`src/rtl/core/tcc_pkg.sv`:
```
// ----------------------------------------------------------------------------
// tcc_pkg
// Types and constants of the text console cursor engine.
// ----------------------------------------------------------------------------
package tcc_pkg;

    // Operation codes of an input request
    localparam logic [1:0] FUNC_PUT  = 2'd0;
    localparam logic [1:0] FUNC_LINE = 2'd1;
    localparam logic [1:0] FUNC_SET  = 2'd2;

    localparam logic [7:0] CH_NEWLINE = 8'd10;

    // Result kinds
    localparam logic KIND_DRAW   = 1'b0;
    localparam logic KIND_SCROLL = 1'b1;

    // Register map, word index
    typedef enum logic [2:0] {
        REG_COLUMNS      = 3'd0,
        REG_ROWS         = 3'd1,
        REG_GLYPH_WIDTH  = 3'd2,
        REG_GLYPH_HEIGHT = 3'd3,
        REG_DEFAULT_FG   = 3'd4,
        REG_DEFAULT_BG   = 3'd5
    } t_reg_idx;

    localparam int unsigned ADDR_W = 5;

    // Register reset values
    localparam logic [7:0]  RST_COLUMNS      = 8'd80;
    localparam logic [7:0]  RST_ROWS         = 8'd25;
    localparam logic [5:0]  RST_GLYPH_WIDTH  = 6'd8;
    localparam logic [5:0]  RST_GLYPH_HEIGHT = 6'd16;
    localparam logic [23:0] RST_DEFAULT_FG   = 24'hFFFFFF;
    localparam logic [23:0] RST_DEFAULT_BG   = 24'h000000;

    typedef struct packed {
        logic [7:0]  columns;
        logic [7:0]  rows;
        logic [5:0]  glyph_width;
        logic [5:0]  glyph_height;
        logic [23:0] default_fg;
        logic [23:0] default_bg;
    } t_cfg;

    typedef struct packed {
        logic [1:0]  func;
        logic [7:0]  code;
        logic [23:0] fg;
        logic [23:0] bg;
        logic        use_default;
        logic [7:0]  new_col;
        logic [7:0]  new_row;
    } t_in_item;

    typedef struct packed {
        logic        kind;
        logic [7:0]  glyph;
        logic [23:0] ink;
        logic [23:0] paper;
        logic [12:0] pixel_x;
        logic [12:0] pixel_y;
        logic        last;
    } t_out_item;

    // Results of one request, handed to the output buffer
    typedef struct packed {
        logic        push;
        logic [1:0]  count;
        t_out_item   first;
        t_out_item   second;
    } t_push;

endpackage

```
`src/rtl/core/tcc_in_if.sv`:
```
// ----------------------------------------------------------------------------
// tcc_in_if
// Valid/ready channel carrying console operation requests.
// ----------------------------------------------------------------------------
interface tcc_in_if;
    logic               valid;
    logic               ready;
    tcc_pkg::t_in_item  item;

    modport source (output valid, output item, input ready);
    modport sink   (input valid, input item, output ready);
endinterface

```
`src/rtl/core/tcc_out_if.sv`:
```
// ----------------------------------------------------------------------------
// tcc_out_if
// Valid/ready channel carrying draw and scroll commands.
// ----------------------------------------------------------------------------
interface tcc_out_if;
    logic               valid;
    logic               ready;
    tcc_pkg::t_out_item item;

    modport source (output valid, output item, input ready);
    modport sink   (input valid, input item, output ready);
endinterface

```
`src/rtl/core/tcc_regs.sv`:
```
// ----------------------------------------------------------------------------
// tcc_regs
// APB register file: grid size, glyph size and default colours.
// ----------------------------------------------------------------------------
module tcc_regs (
    input  logic                         i_clk,
    input  logic                         i_rst_n,
    input  logic                         psel,
    input  logic                         penable,
    input  logic                         pwrite,
    input  logic [tcc_pkg::ADDR_W-1:0]   paddr,
    input  logic [31:0]                  pwdata,
    output logic [31:0]                  prdata,
    output logic                         pready,
    output tcc_pkg::t_cfg                o_cfg
);

    tcc_pkg::t_cfg     r_cfg;
    tcc_pkg::t_reg_idx w_idx;
    logic              w_wr;

    assign w_idx  = tcc_pkg::t_reg_idx'(paddr[4:2]);
    assign w_wr   = psel && penable && pwrite;
    assign pready = 1'b1;
    assign o_cfg  = r_cfg;

    // Write the addressed register on the access cycle
    always_ff @(posedge i_clk) begin
        if (!i_rst_n) begin
            r_cfg.columns      <= tcc_pkg::RST_COLUMNS;
            r_cfg.rows         <= tcc_pkg::RST_ROWS;
            r_cfg.glyph_width  <= tcc_pkg::RST_GLYPH_WIDTH;
            r_cfg.glyph_height <= tcc_pkg::RST_GLYPH_HEIGHT;
            r_cfg.default_fg   <= tcc_pkg::RST_DEFAULT_FG;
            r_cfg.default_bg   <= tcc_pkg::RST_DEFAULT_BG;
        end else if (w_wr) begin
            case (w_idx)
                tcc_pkg::REG_COLUMNS:      r_cfg.columns      <= pwdata[7:0];
                tcc_pkg::REG_ROWS:         r_cfg.rows         <= pwdata[7:0];
                tcc_pkg::REG_GLYPH_WIDTH:  r_cfg.glyph_width  <= pwdata[5:0];
                tcc_pkg::REG_GLYPH_HEIGHT: r_cfg.glyph_height <= pwdata[5:0];
                tcc_pkg::REG_DEFAULT_FG:   r_cfg.default_fg   <= pwdata[23:0];
                tcc_pkg::REG_DEFAULT_BG:   r_cfg.default_bg   <= pwdata[23:0];
                default: ;
            endcase
        end
    end

    // Read back the addressed register
    always_comb begin
        case (w_idx)
            tcc_pkg::REG_COLUMNS:      prdata = {24'd0, r_cfg.columns};
            tcc_pkg::REG_ROWS:         prdata = {24'd0, r_cfg.rows};
            tcc_pkg::REG_GLYPH_WIDTH:  prdata = {26'd0, r_cfg.glyph_width};
            tcc_pkg::REG_GLYPH_HEIGHT: prdata = {26'd0, r_cfg.glyph_height};
            tcc_pkg::REG_DEFAULT_FG:   prdata = {8'd0, r_cfg.default_fg};
            tcc_pkg::REG_DEFAULT_BG:   prdata = {8'd0, r_cfg.default_bg};
            default:                   prdata = 32'd0;
        endcase
    end

endmodule

```
`src/rtl/core/tcc_step.sv`:
```
// ----------------------------------------------------------------------------
// tcc_step
// Request register, cursor state and the single-pass cursor update that
// builds the scroll and draw results of one request.
// ----------------------------------------------------------------------------
module tcc_step (
    input  logic                i_clk,
    input  logic                i_rst_n,
    input  tcc_pkg::t_cfg       i_cfg,
    input  logic                i_valid,
    input  tcc_pkg::t_in_item   i_item,
    output logic                o_ready,
    input  logic                i_room,
    output tcc_pkg::t_push      o_push
);

    logic              r_valid;
    tcc_pkg::t_in_item r_item;
    logic [7:0]        r_col;
    logic [7:0]        r_row;

    logic [7:0]  n_col;
    logic [7:0]  n_row;
    logic        w_adv;
    logic        w_is_put;
    logic        w_is_nl;
    logic        w_wrap;
    logic        w_scroll;
    logic        w_draw;
    logic [8:0]  w_col_inc;
    logic [8:0]  w_row_inc;
    logic [7:0]  w_row_next;
    logic [7:0]  w_col_draw;
    logic [7:0]  w_row_draw;
    logic [13:0] w_px;
    logic [13:0] w_py;
    logic [23:0] w_ink;
    logic [23:0] w_paper;
    logic [1:0]  w_count;
    tcc_pkg::t_out_item w_scroll_item;
    tcc_pkg::t_out_item w_draw_item;

    // Decode the held request against the current cursor
    always_comb begin
        w_is_put   = (r_item.func == tcc_pkg::FUNC_PUT);
        w_is_nl    = w_is_put && (r_item.code == tcc_pkg::CH_NEWLINE);
        w_col_inc  = {1'b0, r_col} + 9'd1;
        w_row_inc  = {1'b0, r_row} + 9'd1;
        w_wrap     = (r_item.func == tcc_pkg::FUNC_LINE) || w_is_nl
                     || (w_is_put && (w_col_inc >= {1'b0, i_cfg.columns}));
        w_scroll   = w_wrap && (w_row_inc >= {1'b0, i_cfg.rows});
        w_row_next = w_scroll ? r_row : w_row_inc[7:0];
        w_col_draw = w_wrap ? 8'd0 : r_col;
        w_row_draw = w_wrap ? w_row_next : r_row;
        w_draw     = w_is_put && !w_is_nl
                     && (w_col_draw < i_cfg.columns) && (w_row_draw < i_cfg.rows);
        w_px       = {6'd0, w_col_draw} * {8'd0, i_cfg.glyph_width};
        w_py       = {6'd0, w_row_draw} * {8'd0, i_cfg.glyph_height};
        w_ink      = r_item.use_default ? i_cfg.default_fg : r_item.fg;
        w_paper    = r_item.use_default ? i_cfg.default_bg : r_item.bg;
        w_count    = {1'b0, w_scroll} + {1'b0, w_draw};
    end

    // Build the two candidate results
    always_comb begin
        w_scroll_item         = '0;
        w_scroll_item.kind    = tcc_pkg::KIND_SCROLL;
        w_scroll_item.last    = !w_draw;

        w_draw_item.kind      = tcc_pkg::KIND_DRAW;
        w_draw_item.glyph     = r_item.code;
        w_draw_item.ink       = w_ink;
        w_draw_item.paper     = w_paper;
        w_draw_item.pixel_x   = w_px[12:0];
        w_draw_item.pixel_y   = w_py[12:0];
        w_draw_item.last      = 1'b1;
    end

    // Advance when the results fit in the output buffer
    assign w_adv         = r_valid && ((w_count == 2'd0) || i_room);
    assign o_ready       = !r_valid || w_adv;
    assign o_push.push   = w_adv && (w_count != 2'd0);
    assign o_push.count  = w_count;
    assign o_push.first  = w_scroll ? w_scroll_item : w_draw_item;
    assign o_push.second = w_draw_item;

    // Next cursor position
    always_comb begin
        n_col = r_col;
        n_row = r_row;
        case (r_item.func)
            tcc_pkg::FUNC_PUT: begin
                if (w_is_nl) begin
                    n_col = 8'd0;
                    n_row = w_row_next;
                end else begin
                    n_col = w_col_draw + 8'd1;
                    n_row = w_row_draw;
                end
            end
            tcc_pkg::FUNC_LINE: begin
                n_col = 8'd0;
                n_row = w_row_next;
            end
            tcc_pkg::FUNC_SET: begin
                n_col = r_item.new_col;
                n_row = r_item.new_row;
            end
            default: ;
        endcase
    end

    // Hold the request and update the cursor as it retires
    always_ff @(posedge i_clk) begin
        if (!i_rst_n) begin
            r_valid <= 1'b0;
            r_col   <= 8'd0;
            r_row   <= 8'd0;
        end else begin
            if (w_adv) begin
                r_col <= n_col;
                r_row <= n_row;
            end
            if (o_ready) begin
                r_valid <= i_valid;
            end
        end
    end

    always_ff @(posedge i_clk) begin
        if (o_ready && i_valid) begin
            r_item <= i_item;
        end
    end

endmodule

```
`src/rtl/core/tcc_outbuf.sv`:
```
// ----------------------------------------------------------------------------
// tcc_outbuf
// Two-slot result buffer that presents scroll and draw commands in order.
// ----------------------------------------------------------------------------
module tcc_outbuf (
    input  logic                i_clk,
    input  logic                i_rst_n,
    input  tcc_pkg::t_push      i_push,
    output logic                o_room,
    output logic                o_valid,
    output tcc_pkg::t_out_item  o_item,
    input  logic                i_ready
);

    logic [1:0]         r_cnt;
    tcc_pkg::t_out_item r_slot0;
    tcc_pkg::t_out_item r_slot1;
    logic               w_pop;

    assign w_pop   = (r_cnt != 2'd0) && i_ready;
    assign o_room  = (r_cnt == 2'd0) || ((r_cnt == 2'd1) && w_pop);
    assign o_valid = (r_cnt != 2'd0);
    assign o_item  = r_slot0;

    // Track the fill level
    always_ff @(posedge i_clk) begin
        if (!i_rst_n) begin
            r_cnt <= 2'd0;
        end else if (i_push.push) begin
            r_cnt <= i_push.count;
        end else if (w_pop) begin
            r_cnt <= r_cnt - 2'd1;
        end
    end

    // Load a new pair or shift the second slot forward
    always_ff @(posedge i_clk) begin
        if (i_push.push) begin
            r_slot0 <= i_push.first;
            r_slot1 <= i_push.second;
        end else if (w_pop) begin
            r_slot0 <= r_slot1;
        end
    end

endmodule

```
`src/rtl/core/text_console_cursor.sv`:
```
// ----------------------------------------------------------------------------
// text_console_cursor
// Character-cell console cursor engine: turns put, end-line and set-cursor
// requests into draw commands at pixel positions and scroll-up commands.
// ----------------------------------------------------------------------------
//  Channel  Dir  Handshake          Carries
//  i_in     in   valid/ready        func, code, fg, bg, use_default, new_col/row
//  o_out    out  valid/ready        kind, glyph, ink, paper, pixel_x/y, last
//  APB      in   psel/penable/pready 32-bit register writes and reads
//
//  A request is registered, decoded against the cursor in one pass and its
//  zero to two results are registered into a two-slot output buffer once
//  that has room. One result per cycle leaves the buffer while o_out is
//  ready, and a request can retire as the last result before it leaves.
//  Reset is synchronous: cursor at column 0, row 0, buffer empty.
//  A stall on o_out fills the buffer and then holds off i_in.
// ----------------------------------------------------------------------------
module text_console_cursor (
    input  logic                        i_clk,
    input  logic                        i_rst_n,
    tcc_in_if.sink                      i_in,
    tcc_out_if.source                   o_out,
    input  logic                        psel,
    input  logic                        penable,
    input  logic                        pwrite,
    input  logic [tcc_pkg::ADDR_W-1:0]  paddr,
    input  logic [31:0]                 pwdata,
    output logic [31:0]                 prdata,
    output logic                        pready
);

    tcc_pkg::t_cfg  w_cfg;
    tcc_pkg::t_push w_push;
    logic           w_room;

    tcc_regs u_regs (
        .i_clk   (i_clk),
        .i_rst_n (i_rst_n),
        .psel    (psel),
        .penable (penable),
        .pwrite  (pwrite),
        .paddr   (paddr),
        .pwdata  (pwdata),
        .prdata  (prdata),
        .pready  (pready),
        .o_cfg   (w_cfg)
    );

    tcc_step u_step (
        .i_clk   (i_clk),
        .i_rst_n (i_rst_n),
        .i_cfg   (w_cfg),
        .i_valid (i_in.valid),
        .i_item  (i_in.item),
        .o_ready (i_in.ready),
        .i_room  (w_room),
        .o_push  (w_push)
    );

    tcc_outbuf u_outbuf (
        .i_clk   (i_clk),
        .i_rst_n (i_rst_n),
        .i_push  (w_push),
        .o_room  (w_room),
        .o_valid (o_out.valid),
        .o_item  (o_out.item),
        .i_ready (o_out.ready)
    );

endmodule

```
`src/flat_wrapper.sv`:
```
// flat-port wrapper written by rule: the top's interface ports become plain ports
module text_console_cursor_flat 
  (i_clk, i_rst_n, psel, penable, pwrite, paddr, pwdata, prdata, pready, i_in_valid, i_in_item, i_in_ready, o_out_valid, o_out_item, o_out_ready);
  tcc_in_if i_in_i ();
  tcc_out_if o_out_i ();
  input  logic i_clk;
  input  logic i_rst_n;
  input  logic psel;
  input  logic penable;
  input  logic pwrite;
  input  logic [tcc_pkg::ADDR_W-1:0] paddr;
  input  logic [31:0] pwdata;
  output logic [31:0] prdata;
  output logic pready;
  input wire logic [$bits(i_in_i.valid)-1:0] i_in_valid;
  input wire logic [$bits(i_in_i.item)-1:0] i_in_item;
  output wire logic [$bits(i_in_i.ready)-1:0] i_in_ready;
  output wire logic [$bits(o_out_i.valid)-1:0] o_out_valid;
  output wire logic [$bits(o_out_i.item)-1:0] o_out_item;
  input wire logic [$bits(o_out_i.ready)-1:0] o_out_ready;
  assign i_in_i.valid = i_in_valid;
  assign i_in_i.item = i_in_item;
  assign i_in_ready = i_in_i.ready;
  assign o_out_valid = o_out_i.valid;
  assign o_out_item = o_out_i.item;
  assign o_out_i.ready = o_out_ready;
  text_console_cursor u_core (.i_clk(i_clk), .i_rst_n(i_rst_n), .i_in(i_in_i), .o_out(o_out_i), .psel(psel), .penable(penable), .pwrite(pwrite), .paddr(paddr), .pwdata(pwdata), .prdata(prdata), .pready(pready));
endmodule
```
`config.mk`:
```
export PLATFORM = sky130hd
export DESIGN_NAME = text_console_cursor_flat
export DESIGN_NICKNAME = d
export VERILOG_FILES = /design/src/rtl/core/tcc_pkg.sv /design/src/rtl/core/tcc_in_if.sv /design/src/rtl/core/tcc_out_if.sv /design/src/rtl/core/tcc_regs.sv /design/src/rtl/core/tcc_step.sv /design/src/rtl/core/tcc_outbuf.sv /design/src/rtl/core/text_console_cursor.sv /design/src/flat_wrapper.sv
export SDC_FILE = /design/constraint.sdc
export NUM_CORES = 1
export LEC_CHECK = 0
export BUFFER_PORTS_ARGS = -buffer_cell sky130_fd_sc_hd__buf_2
export CORE_AREA = 2 2 283 215
export CTS_CLUSTER_DIAMETER = 50
export DETAILED_ROUTE_END_ITERATION = 10
export DIE_AREA = 0 0 285 217
export HOLD_SLACK_MARGIN = 0.12
export PLACE_DENSITY = 0.55
export RECOVER_POWER = 100
export SLEW_MARGIN = 20
export SYNTH_ARGS = -nofsm -noshare
export SYNTH_HDL_FRONTEND = slang
export SYNTH_SLANG_ARGS = --single-unit
```
`constraint.sdc`:
```
create_clock -name i_clk -period 9.35 [get_ports i_clk]
set_input_delay 1.87 -clock i_clk [delete_from_list [all_inputs] [get_ports i_clk]]
set_output_delay 1.87 -clock i_clk [all_outputs]
set_load 0.01 [all_outputs]
```
Word level (Yosys, flattened, before mapping)
Cells that the tools add are included.

Register bits: 336. Input port bits: 119. Output and inout bits: 119. Logic and storage cells: 100.

$add $sub $neg: 5. $mul: 2. Order comparisons: 4. Eq/ne operators: 9. Multiplexer cells: 15. Reduce and logical (&&, ||, !) cells: 36.

Operators with widths (number): 2-to-1 mux 84 bit (3); one-hot mux 24 bit (6 select lines) (1); 2-to-1 mux 24 bit (2); one-hot mux 8 bit (3 select lines) (2); 2-to-1 mux 8 bit (5); multiplier 8 x 6 -> 13 bit (2); adder 8 x 1 -> 9 bit, second input constant (2); greater-or-equal comparator 9 x 8 -> 1 bit (2); < comparator 8 bit (2); AND reduction 2 bit (7); logical AND 1 bit (13); adder 8 x 1 -> 8 bit, second input constant (1); equality test 8 x 4 -> 1 bit, second input constant (1); equality test 3 x 2 -> 1 bit, second input constant (2); equality test 3 bit, second input constant (2); zero test 2 bit (3); nonzero test 2 bit (3); logical OR 1 bit (5); equality test 2 x 1 -> 1 bit, second input constant (2); 2-to-1 mux 2 bit (2); equality test 3 x 1 -> 1 bit, second input constant (1); zero test 1 bit (3); zero test 3 bit (1); nonzero test 3 bit (1); other kinds (3) (3).

Logic depth before layout (Yosys ltp)
Word-level depth: 15. Mapped depth: 28.

Hierarchy
From an unflattened synthesis, not the netlist that was laid out.

Cell total of the unflattened synthesis: 1556. Area, all modules: 18502.7 sq um.

Modules (own cells, without submodules): tcc_step (instances 1, cells an instance 870, area each 8520.7 sq um); tcc_outbuf (instances 1, cells an instance 281, area each 6322.3 sq um); tcc_regs (instances 1, cells an instance 405, area each 3659.8 sq um).

Worst setup path before layout
No wires, ideal clock.

Path kind: register -> register. Start point: reg u_core.u_step.r_row[2]. End point: reg u_core.u_outbuf.r_slot0 (netlist bit u_core.u_outbuf.o_item[24]) (data pin). Setup time: 0.146 ns. Arrival: 7.846 ns. Path slack: 1.358 ns. Stages on the path, launching flop included: 27. Clock period less this slack: 7.992 ns. Path through: dfxtp_1 > buf_2 > and3_1 > and3_1 > nand3_1 > xnor2_1 > ha_1 > a41oi_1 > o21ai_1 > a21o_1 > o31a_1 > or2_1 > buf_2 > ha_1 > a22oi_1 > nand3_1 > a211oi_1 > o21ai_0 > or4_1 > a31o_2 > ha_1 > nor2b_1 > nand2_1 > inv_1 > clkbuf_1 > clkbuf_1 > a31o_2.

RTL lines: start: declaration (RTL line tcc_step.sv:20) `logic [7:0] r_row;`; start signal: assignment (RTL line tcc_step.sv:122) `r_row <= n_row;`; end signal: assignment (RTL line tcc_outbuf.sv:39) `r_slot0 <= i_push.first;`; end signal: assignment (RTL line tcc_outbuf.sv:42) `r_slot0 <= r_slot1;`; end: declaration (RTL line tcc_outbuf.sv:16) `tcc_pkg::t_out_item r_slot0;`.

Worst setup path in the final report
Start point: reg u_core.u_step.r_col[0]. End point: out i_in_ready.

Longest elaborated chain between the ends: 14. Elaborated cells on any way between the ends: 17. Those cells by class: 2 x add/sub; 3 x order compare; 3 x mux; 9 x reduce/logical.

RTL lines: start: declaration (RTL line tcc_step.sv:19) `logic [7:0] r_col;`; start signal: assignment (RTL line tcc_step.sv:121) `r_col <= n_col;`; adder 8 x 1 -> 9 bit (RTL line tcc_step.sv:47) `w_col_inc = {1'b0, r_col} + 9'd1;`; greater-or-equal comparator 9 x 8 -> 1 bit (RTL line tcc_step.sv:50) `|| (w_is_put && (w_col_inc >= {1'b0, i_cfg.columns}));`; logical AND 1 bit (RTL line tcc_step.sv:50); logical OR 1 bit (RTL line tcc_step.sv:50); logical AND 1 bit (RTL line tcc_step.sv:51) `w_scroll = w_wrap && (w_row_inc >= {1'b0, i_cfg.rows});`; 2-to-1 mux 8 bit (RTL line tcc_step.sv:52) `w_row_next = w_scroll ? r_row : w_row_inc[7:0];`; 2-to-1 mux 8 bit (RTL line tcc_step.sv:54) `w_row_draw = w_wrap ? w_row_next : r_row;`; < comparator 8 bit (RTL line tcc_step.sv:56) `&& (w_col_draw < i_cfg.columns) && (w_row_draw < i_cfg.rows);`; logical AND 1 bit (RTL line tcc_step.sv:56); adder 1 x 1 -> 2 bit (*) (RTL line tcc_step.sv:61) `w_count = {1'b0, w_scroll} + {1'b0, w_draw};`; zero test 2 bit (*) (RTL line tcc_step.sv:80) `assign w_adv = r_valid && ((w_count == 2'd0) || i_room);`; logical OR 1 bit (*) (RTL line tcc_step.sv:80); logical AND 1 bit (*) (RTL line tcc_step.sv:80); logical OR 1 bit (*) (RTL line tcc_step.sv:81) `assign o_ready = !r_valid || w_adv;`; end: declaration (RTL line flat_wrapper.sv:17) `output wire logic [$bits(i_in_i.ready)-1:0] i_in_ready;`.

Mark *: on every way between the ends. The rest lies on a longest branch, timed or not.

==> metrics.md <==
| Metric | Value |
|---|---|
| Status | finished, violations left |
| Failing checks | max-capacitance violations, max-slew violations |
| Clock skew | about 18 ps |
| Prevailing post-synth register cell | edfxtp_1 |
| Total power draw | between 3 and 4 mW |
| Maximum clock path buffer count | 3 |
| YS warnings | 0 |
| Fin crit period | between 8000 and 9000 ps |
| Fmax | ~120 MHz |
| Share of flip-flops with an asynchronous set or reset | 0 |
| CTS tree | yes |
| Tot GR Track Use | 0.159 |
| Final core occ | 0.351 |
| Ratio of cells with drive above 1 in the final layout | 0.125 |
| Most frequent cell after synthesis | nand2_1 |
| Detailed Route WL | 50800 um |
| Dpl hpwl | 36100 um |
| Top cell type's share of synthesized area | 0.410 |
| Setup bufs post-CTS | 0 |
| Hold crit path type | reg -> reg |
| Fin Hold WS | 485 ps |
| Crit path cell chain | ha_1 -> nand3_1 -> xnor2_1 -> ha_1 -> a211oi_1 -> nand2_1 -> a31oi_1 -> o211a_1 -> nor3_2 -> xnor2_1 -> ha_1 -> nand4_1 -> nor2_1 -> a211oi_1 -> o21ai_0 -> or4_1 -> a31o_2 -> ha_1 -> nor2b_1 -> nand2_1 -> clkbuf_1 |
| Initial Utilization | 0.296 |
| Site Rows | 78 |
| Worst R2R End | u_core.u_outbuf.o_item[80] |
| Synth unique cells | slightly below 80 |
| Wire length of the first global-routing pass | 75600 um |
| DIE AREA | 61800 um^2 |
| Pre-CTS setup slack | ~1400 ps |
| Vias in the first global route | 12300 |
| Antenna-violating nets left | 0 |
| Top cell by count, worst path | ha_1 |
| PD cells | roughly 180 nW/um^2 |
| Cell Area, Synth | 17600 um^2 |
| Largest net degree at the start of global routing | 67 |
| DRC violations left | 0 |
| Maximum fanout along the worst path | 14 |
| Min-Delay Path Depth | 2 |
| Fin crit share | 0.915 |
| Starting DRT DRC Count | 869 |
| Worst VDD drop | 0.000119 V |
| Mean Syn Cell Area | between 10 and 15 um^2 |
| GR Overflow Total | 0 |
| R2R Setup Slk | approximately 950 ps |
| Clk slew on worst S/H paths | 60 ps |
| Hold wc startpoint | u_core.u_regs.o_cfg[21] |
| Final Hold Viols | 0 |
| Design Area, Final | 20900 um^2 |
| Startpoint Class | flop |
| TritonCTS Sinks | roughly 340 |
| Leakage power | 8.34 nW |
| Crit path capture type | output port |
| Worst EP arrival | 6690 ps |
| Initial antenna violation count | 14 |
| Finish-stage setup viols | 0 |
| # resized after CTS | 0 |
| Num CTS Buffers | 45 |
| DR vias | 12800 |
| Synth top area cells | edfxtp_1 41%, dfxtp_1 11%, nand2_1 7.0%, ha_1 5.9%, fa_1 5.4% |
| Clock latency on the worst-skew pair | 570 ps |
| Cells after DPL | 2584 |
| WS Path Type | reg -> out |
| PortBufs | 218 |
| Post-CTS Hold Fix Bufs | 0 |
| Slew margin rel. | -1.17 |
| Post-synth EDFFs | roughly 240 |
| GP Congestion | 0.875 |
| Leading area contributor after synthesis | edfxtp_1 |
| CP startpoint | u_core.u_step.r_col[0] |
| Final Instance Count excl. Fillers | 2673 |
| Die W | 285 um |
| Number of top-level pins | around 240 |
| Pre-antenna DRT Iters | 5 |
| Fin nets | about 2100 |
| Slew Limit Fails | 164 |
| TNS Setup | 0 ps |
| Seq/Total Area, Yosys | 0.518 |
| Die H | roughly 220 um |
| Crit path max-delay cell type | xnor2_1 |
| Worst slew pin tran | 3250 ps |
| Routed vias/inst | roughly 4.8 |
| Final WS setup | 791 ps |
| FF-to-FF path depth | 24 |
| H-tree levels | 2 |
| Cells after Synth | 1642 |
| RSZ-0062 raised after global routing | no |
| CP Data Required Time | 7480 ps |
| Area delta synth->final | 18.3% |
| Hold endpoint | u_core.u_regs.o_cfg[21] |
| Reg-to-Reg Start | u_core.u_step.r_col[0] |
| Clock root buffer | clkbuf_16 |
| Max-Cap Viols | 4 |
| Avg WL per Cell | 19.0 um |
| Placement Cell Area | ~20000 um^2 |
| Synthesized flop and latch total | 336 |
| Placeable Area | 59500 um^2 |
| Synth cell count leaders | 328 x nand2_1, 241 x edfxtp_1, 107 x inv_1, 95 x dfxtp_1, 87 x o21ai_0 |
| Max incr delay on CP | 670 ps |
-- routing by layer --
layer | vias up | routed length [um] | GRT usage
met1 | 6267 | 24500 | 0.233
met5 | - | 94 | 0
met2 | 323 | 22100 | 0.233
met4 | 14 | 1230 | 0.0494
li1 | 6129 | - | -
met3 | 81 | 2930 | 0.0347
-- how the worst max path moves through the flow --
stage | to | slack [ps] | depth (start not counted)
global route | u_core.u_outbuf.o_item[74] | 170 | 24
global placement | i_in_ready | 1530 | 21
finish | i_in_ready | 790 | 21
floorplan | u_core.u_outbuf.o_item[24] | 1360 | 26
detailed placement | i_in_ready | 1400 | 21
CTS | i_in_ready | 750 | 21
-- kinds of logic after synthesis --
kind of cell    Yosys count  share of synthesized area
simple gates            571                      0.146
flops                   336                      0.518
compound gates          262                     0.0951
buf+inv                 209                     0.0476
fa+ha+maj               131                      0.113
mux                      93                     0.0589
xor+xnor                 38                     0.0205
other cells               2                   0.000426
-- area by class of cell --
type                       count  area (um^2)
sequential                   336         9140
clock buffer                  57         1200
timing repair buffer         237         1070
tap                          800         1000
fill                        6103        38700
inverter                     107          403
clock inverter                26          333
antenna                        6         15.0
multi-input combinational   1104         7710
-- critical path: cells and delay by family, from the launching register on --
| family | cells | cell delay (ps) |
|---|---|---|
| adders and majority gates | 4 | 1250 |
| xor gates and xnor gates | 2 | 840 |
| AOI/OAI and AO/OA | 6 | 1790 |
| and+or+nand+nor | 8 | 1450 |
| DFF | 1 | 640 |
| buffers and inverters | 1 | 150 |
-- state kept, by name, indices dropped and copies added (netlist names) --
name and cells:
u_core.u_step.r_col 8, u_core.u_step.r_valid 1, u_core.u_outbuf.o_item 84, u_core.u_step.r_item 67, u_core.u_outbuf.r_slot1 82, u_core.u_regs.o_cfg 76, u_core.u_step.o_push 8, u_core.u_step.r_row 8
u_core.u_outbuf.r_cnt 2
-- cell usage in the layout (no fill, tap or decap), types with 48 or more instances in the layout --
cell type / netlist / layout
a21oi_1: 58 / 58
nor2_1: 61 / 60
fa_1: 48 / 48
nand2_1: 328 / 326
o21ai_0: 87 / 89
edfxtp_1: 241 / 241
buf_2: 8 / 104
inv_1: 107 / 105
clkbuf_1: 75 / 128
dfxtp_1: 95 / 95
ha_1: 83 / 83
-- power breakdown --
| group | total, mW | switching, mW | internal [mW] |
|---|---|---|---|
| clock | 1.77 | 0.702 | 1.07 |
| combinational | 0.333 | 0.230 | 0.103 |
| sequential | 1.73 | 0.0345 | 1.69 |
| total | 3.84 | 0.967 | 2.87 |
No activity file was read; power rests on OpenSTA's default activity.
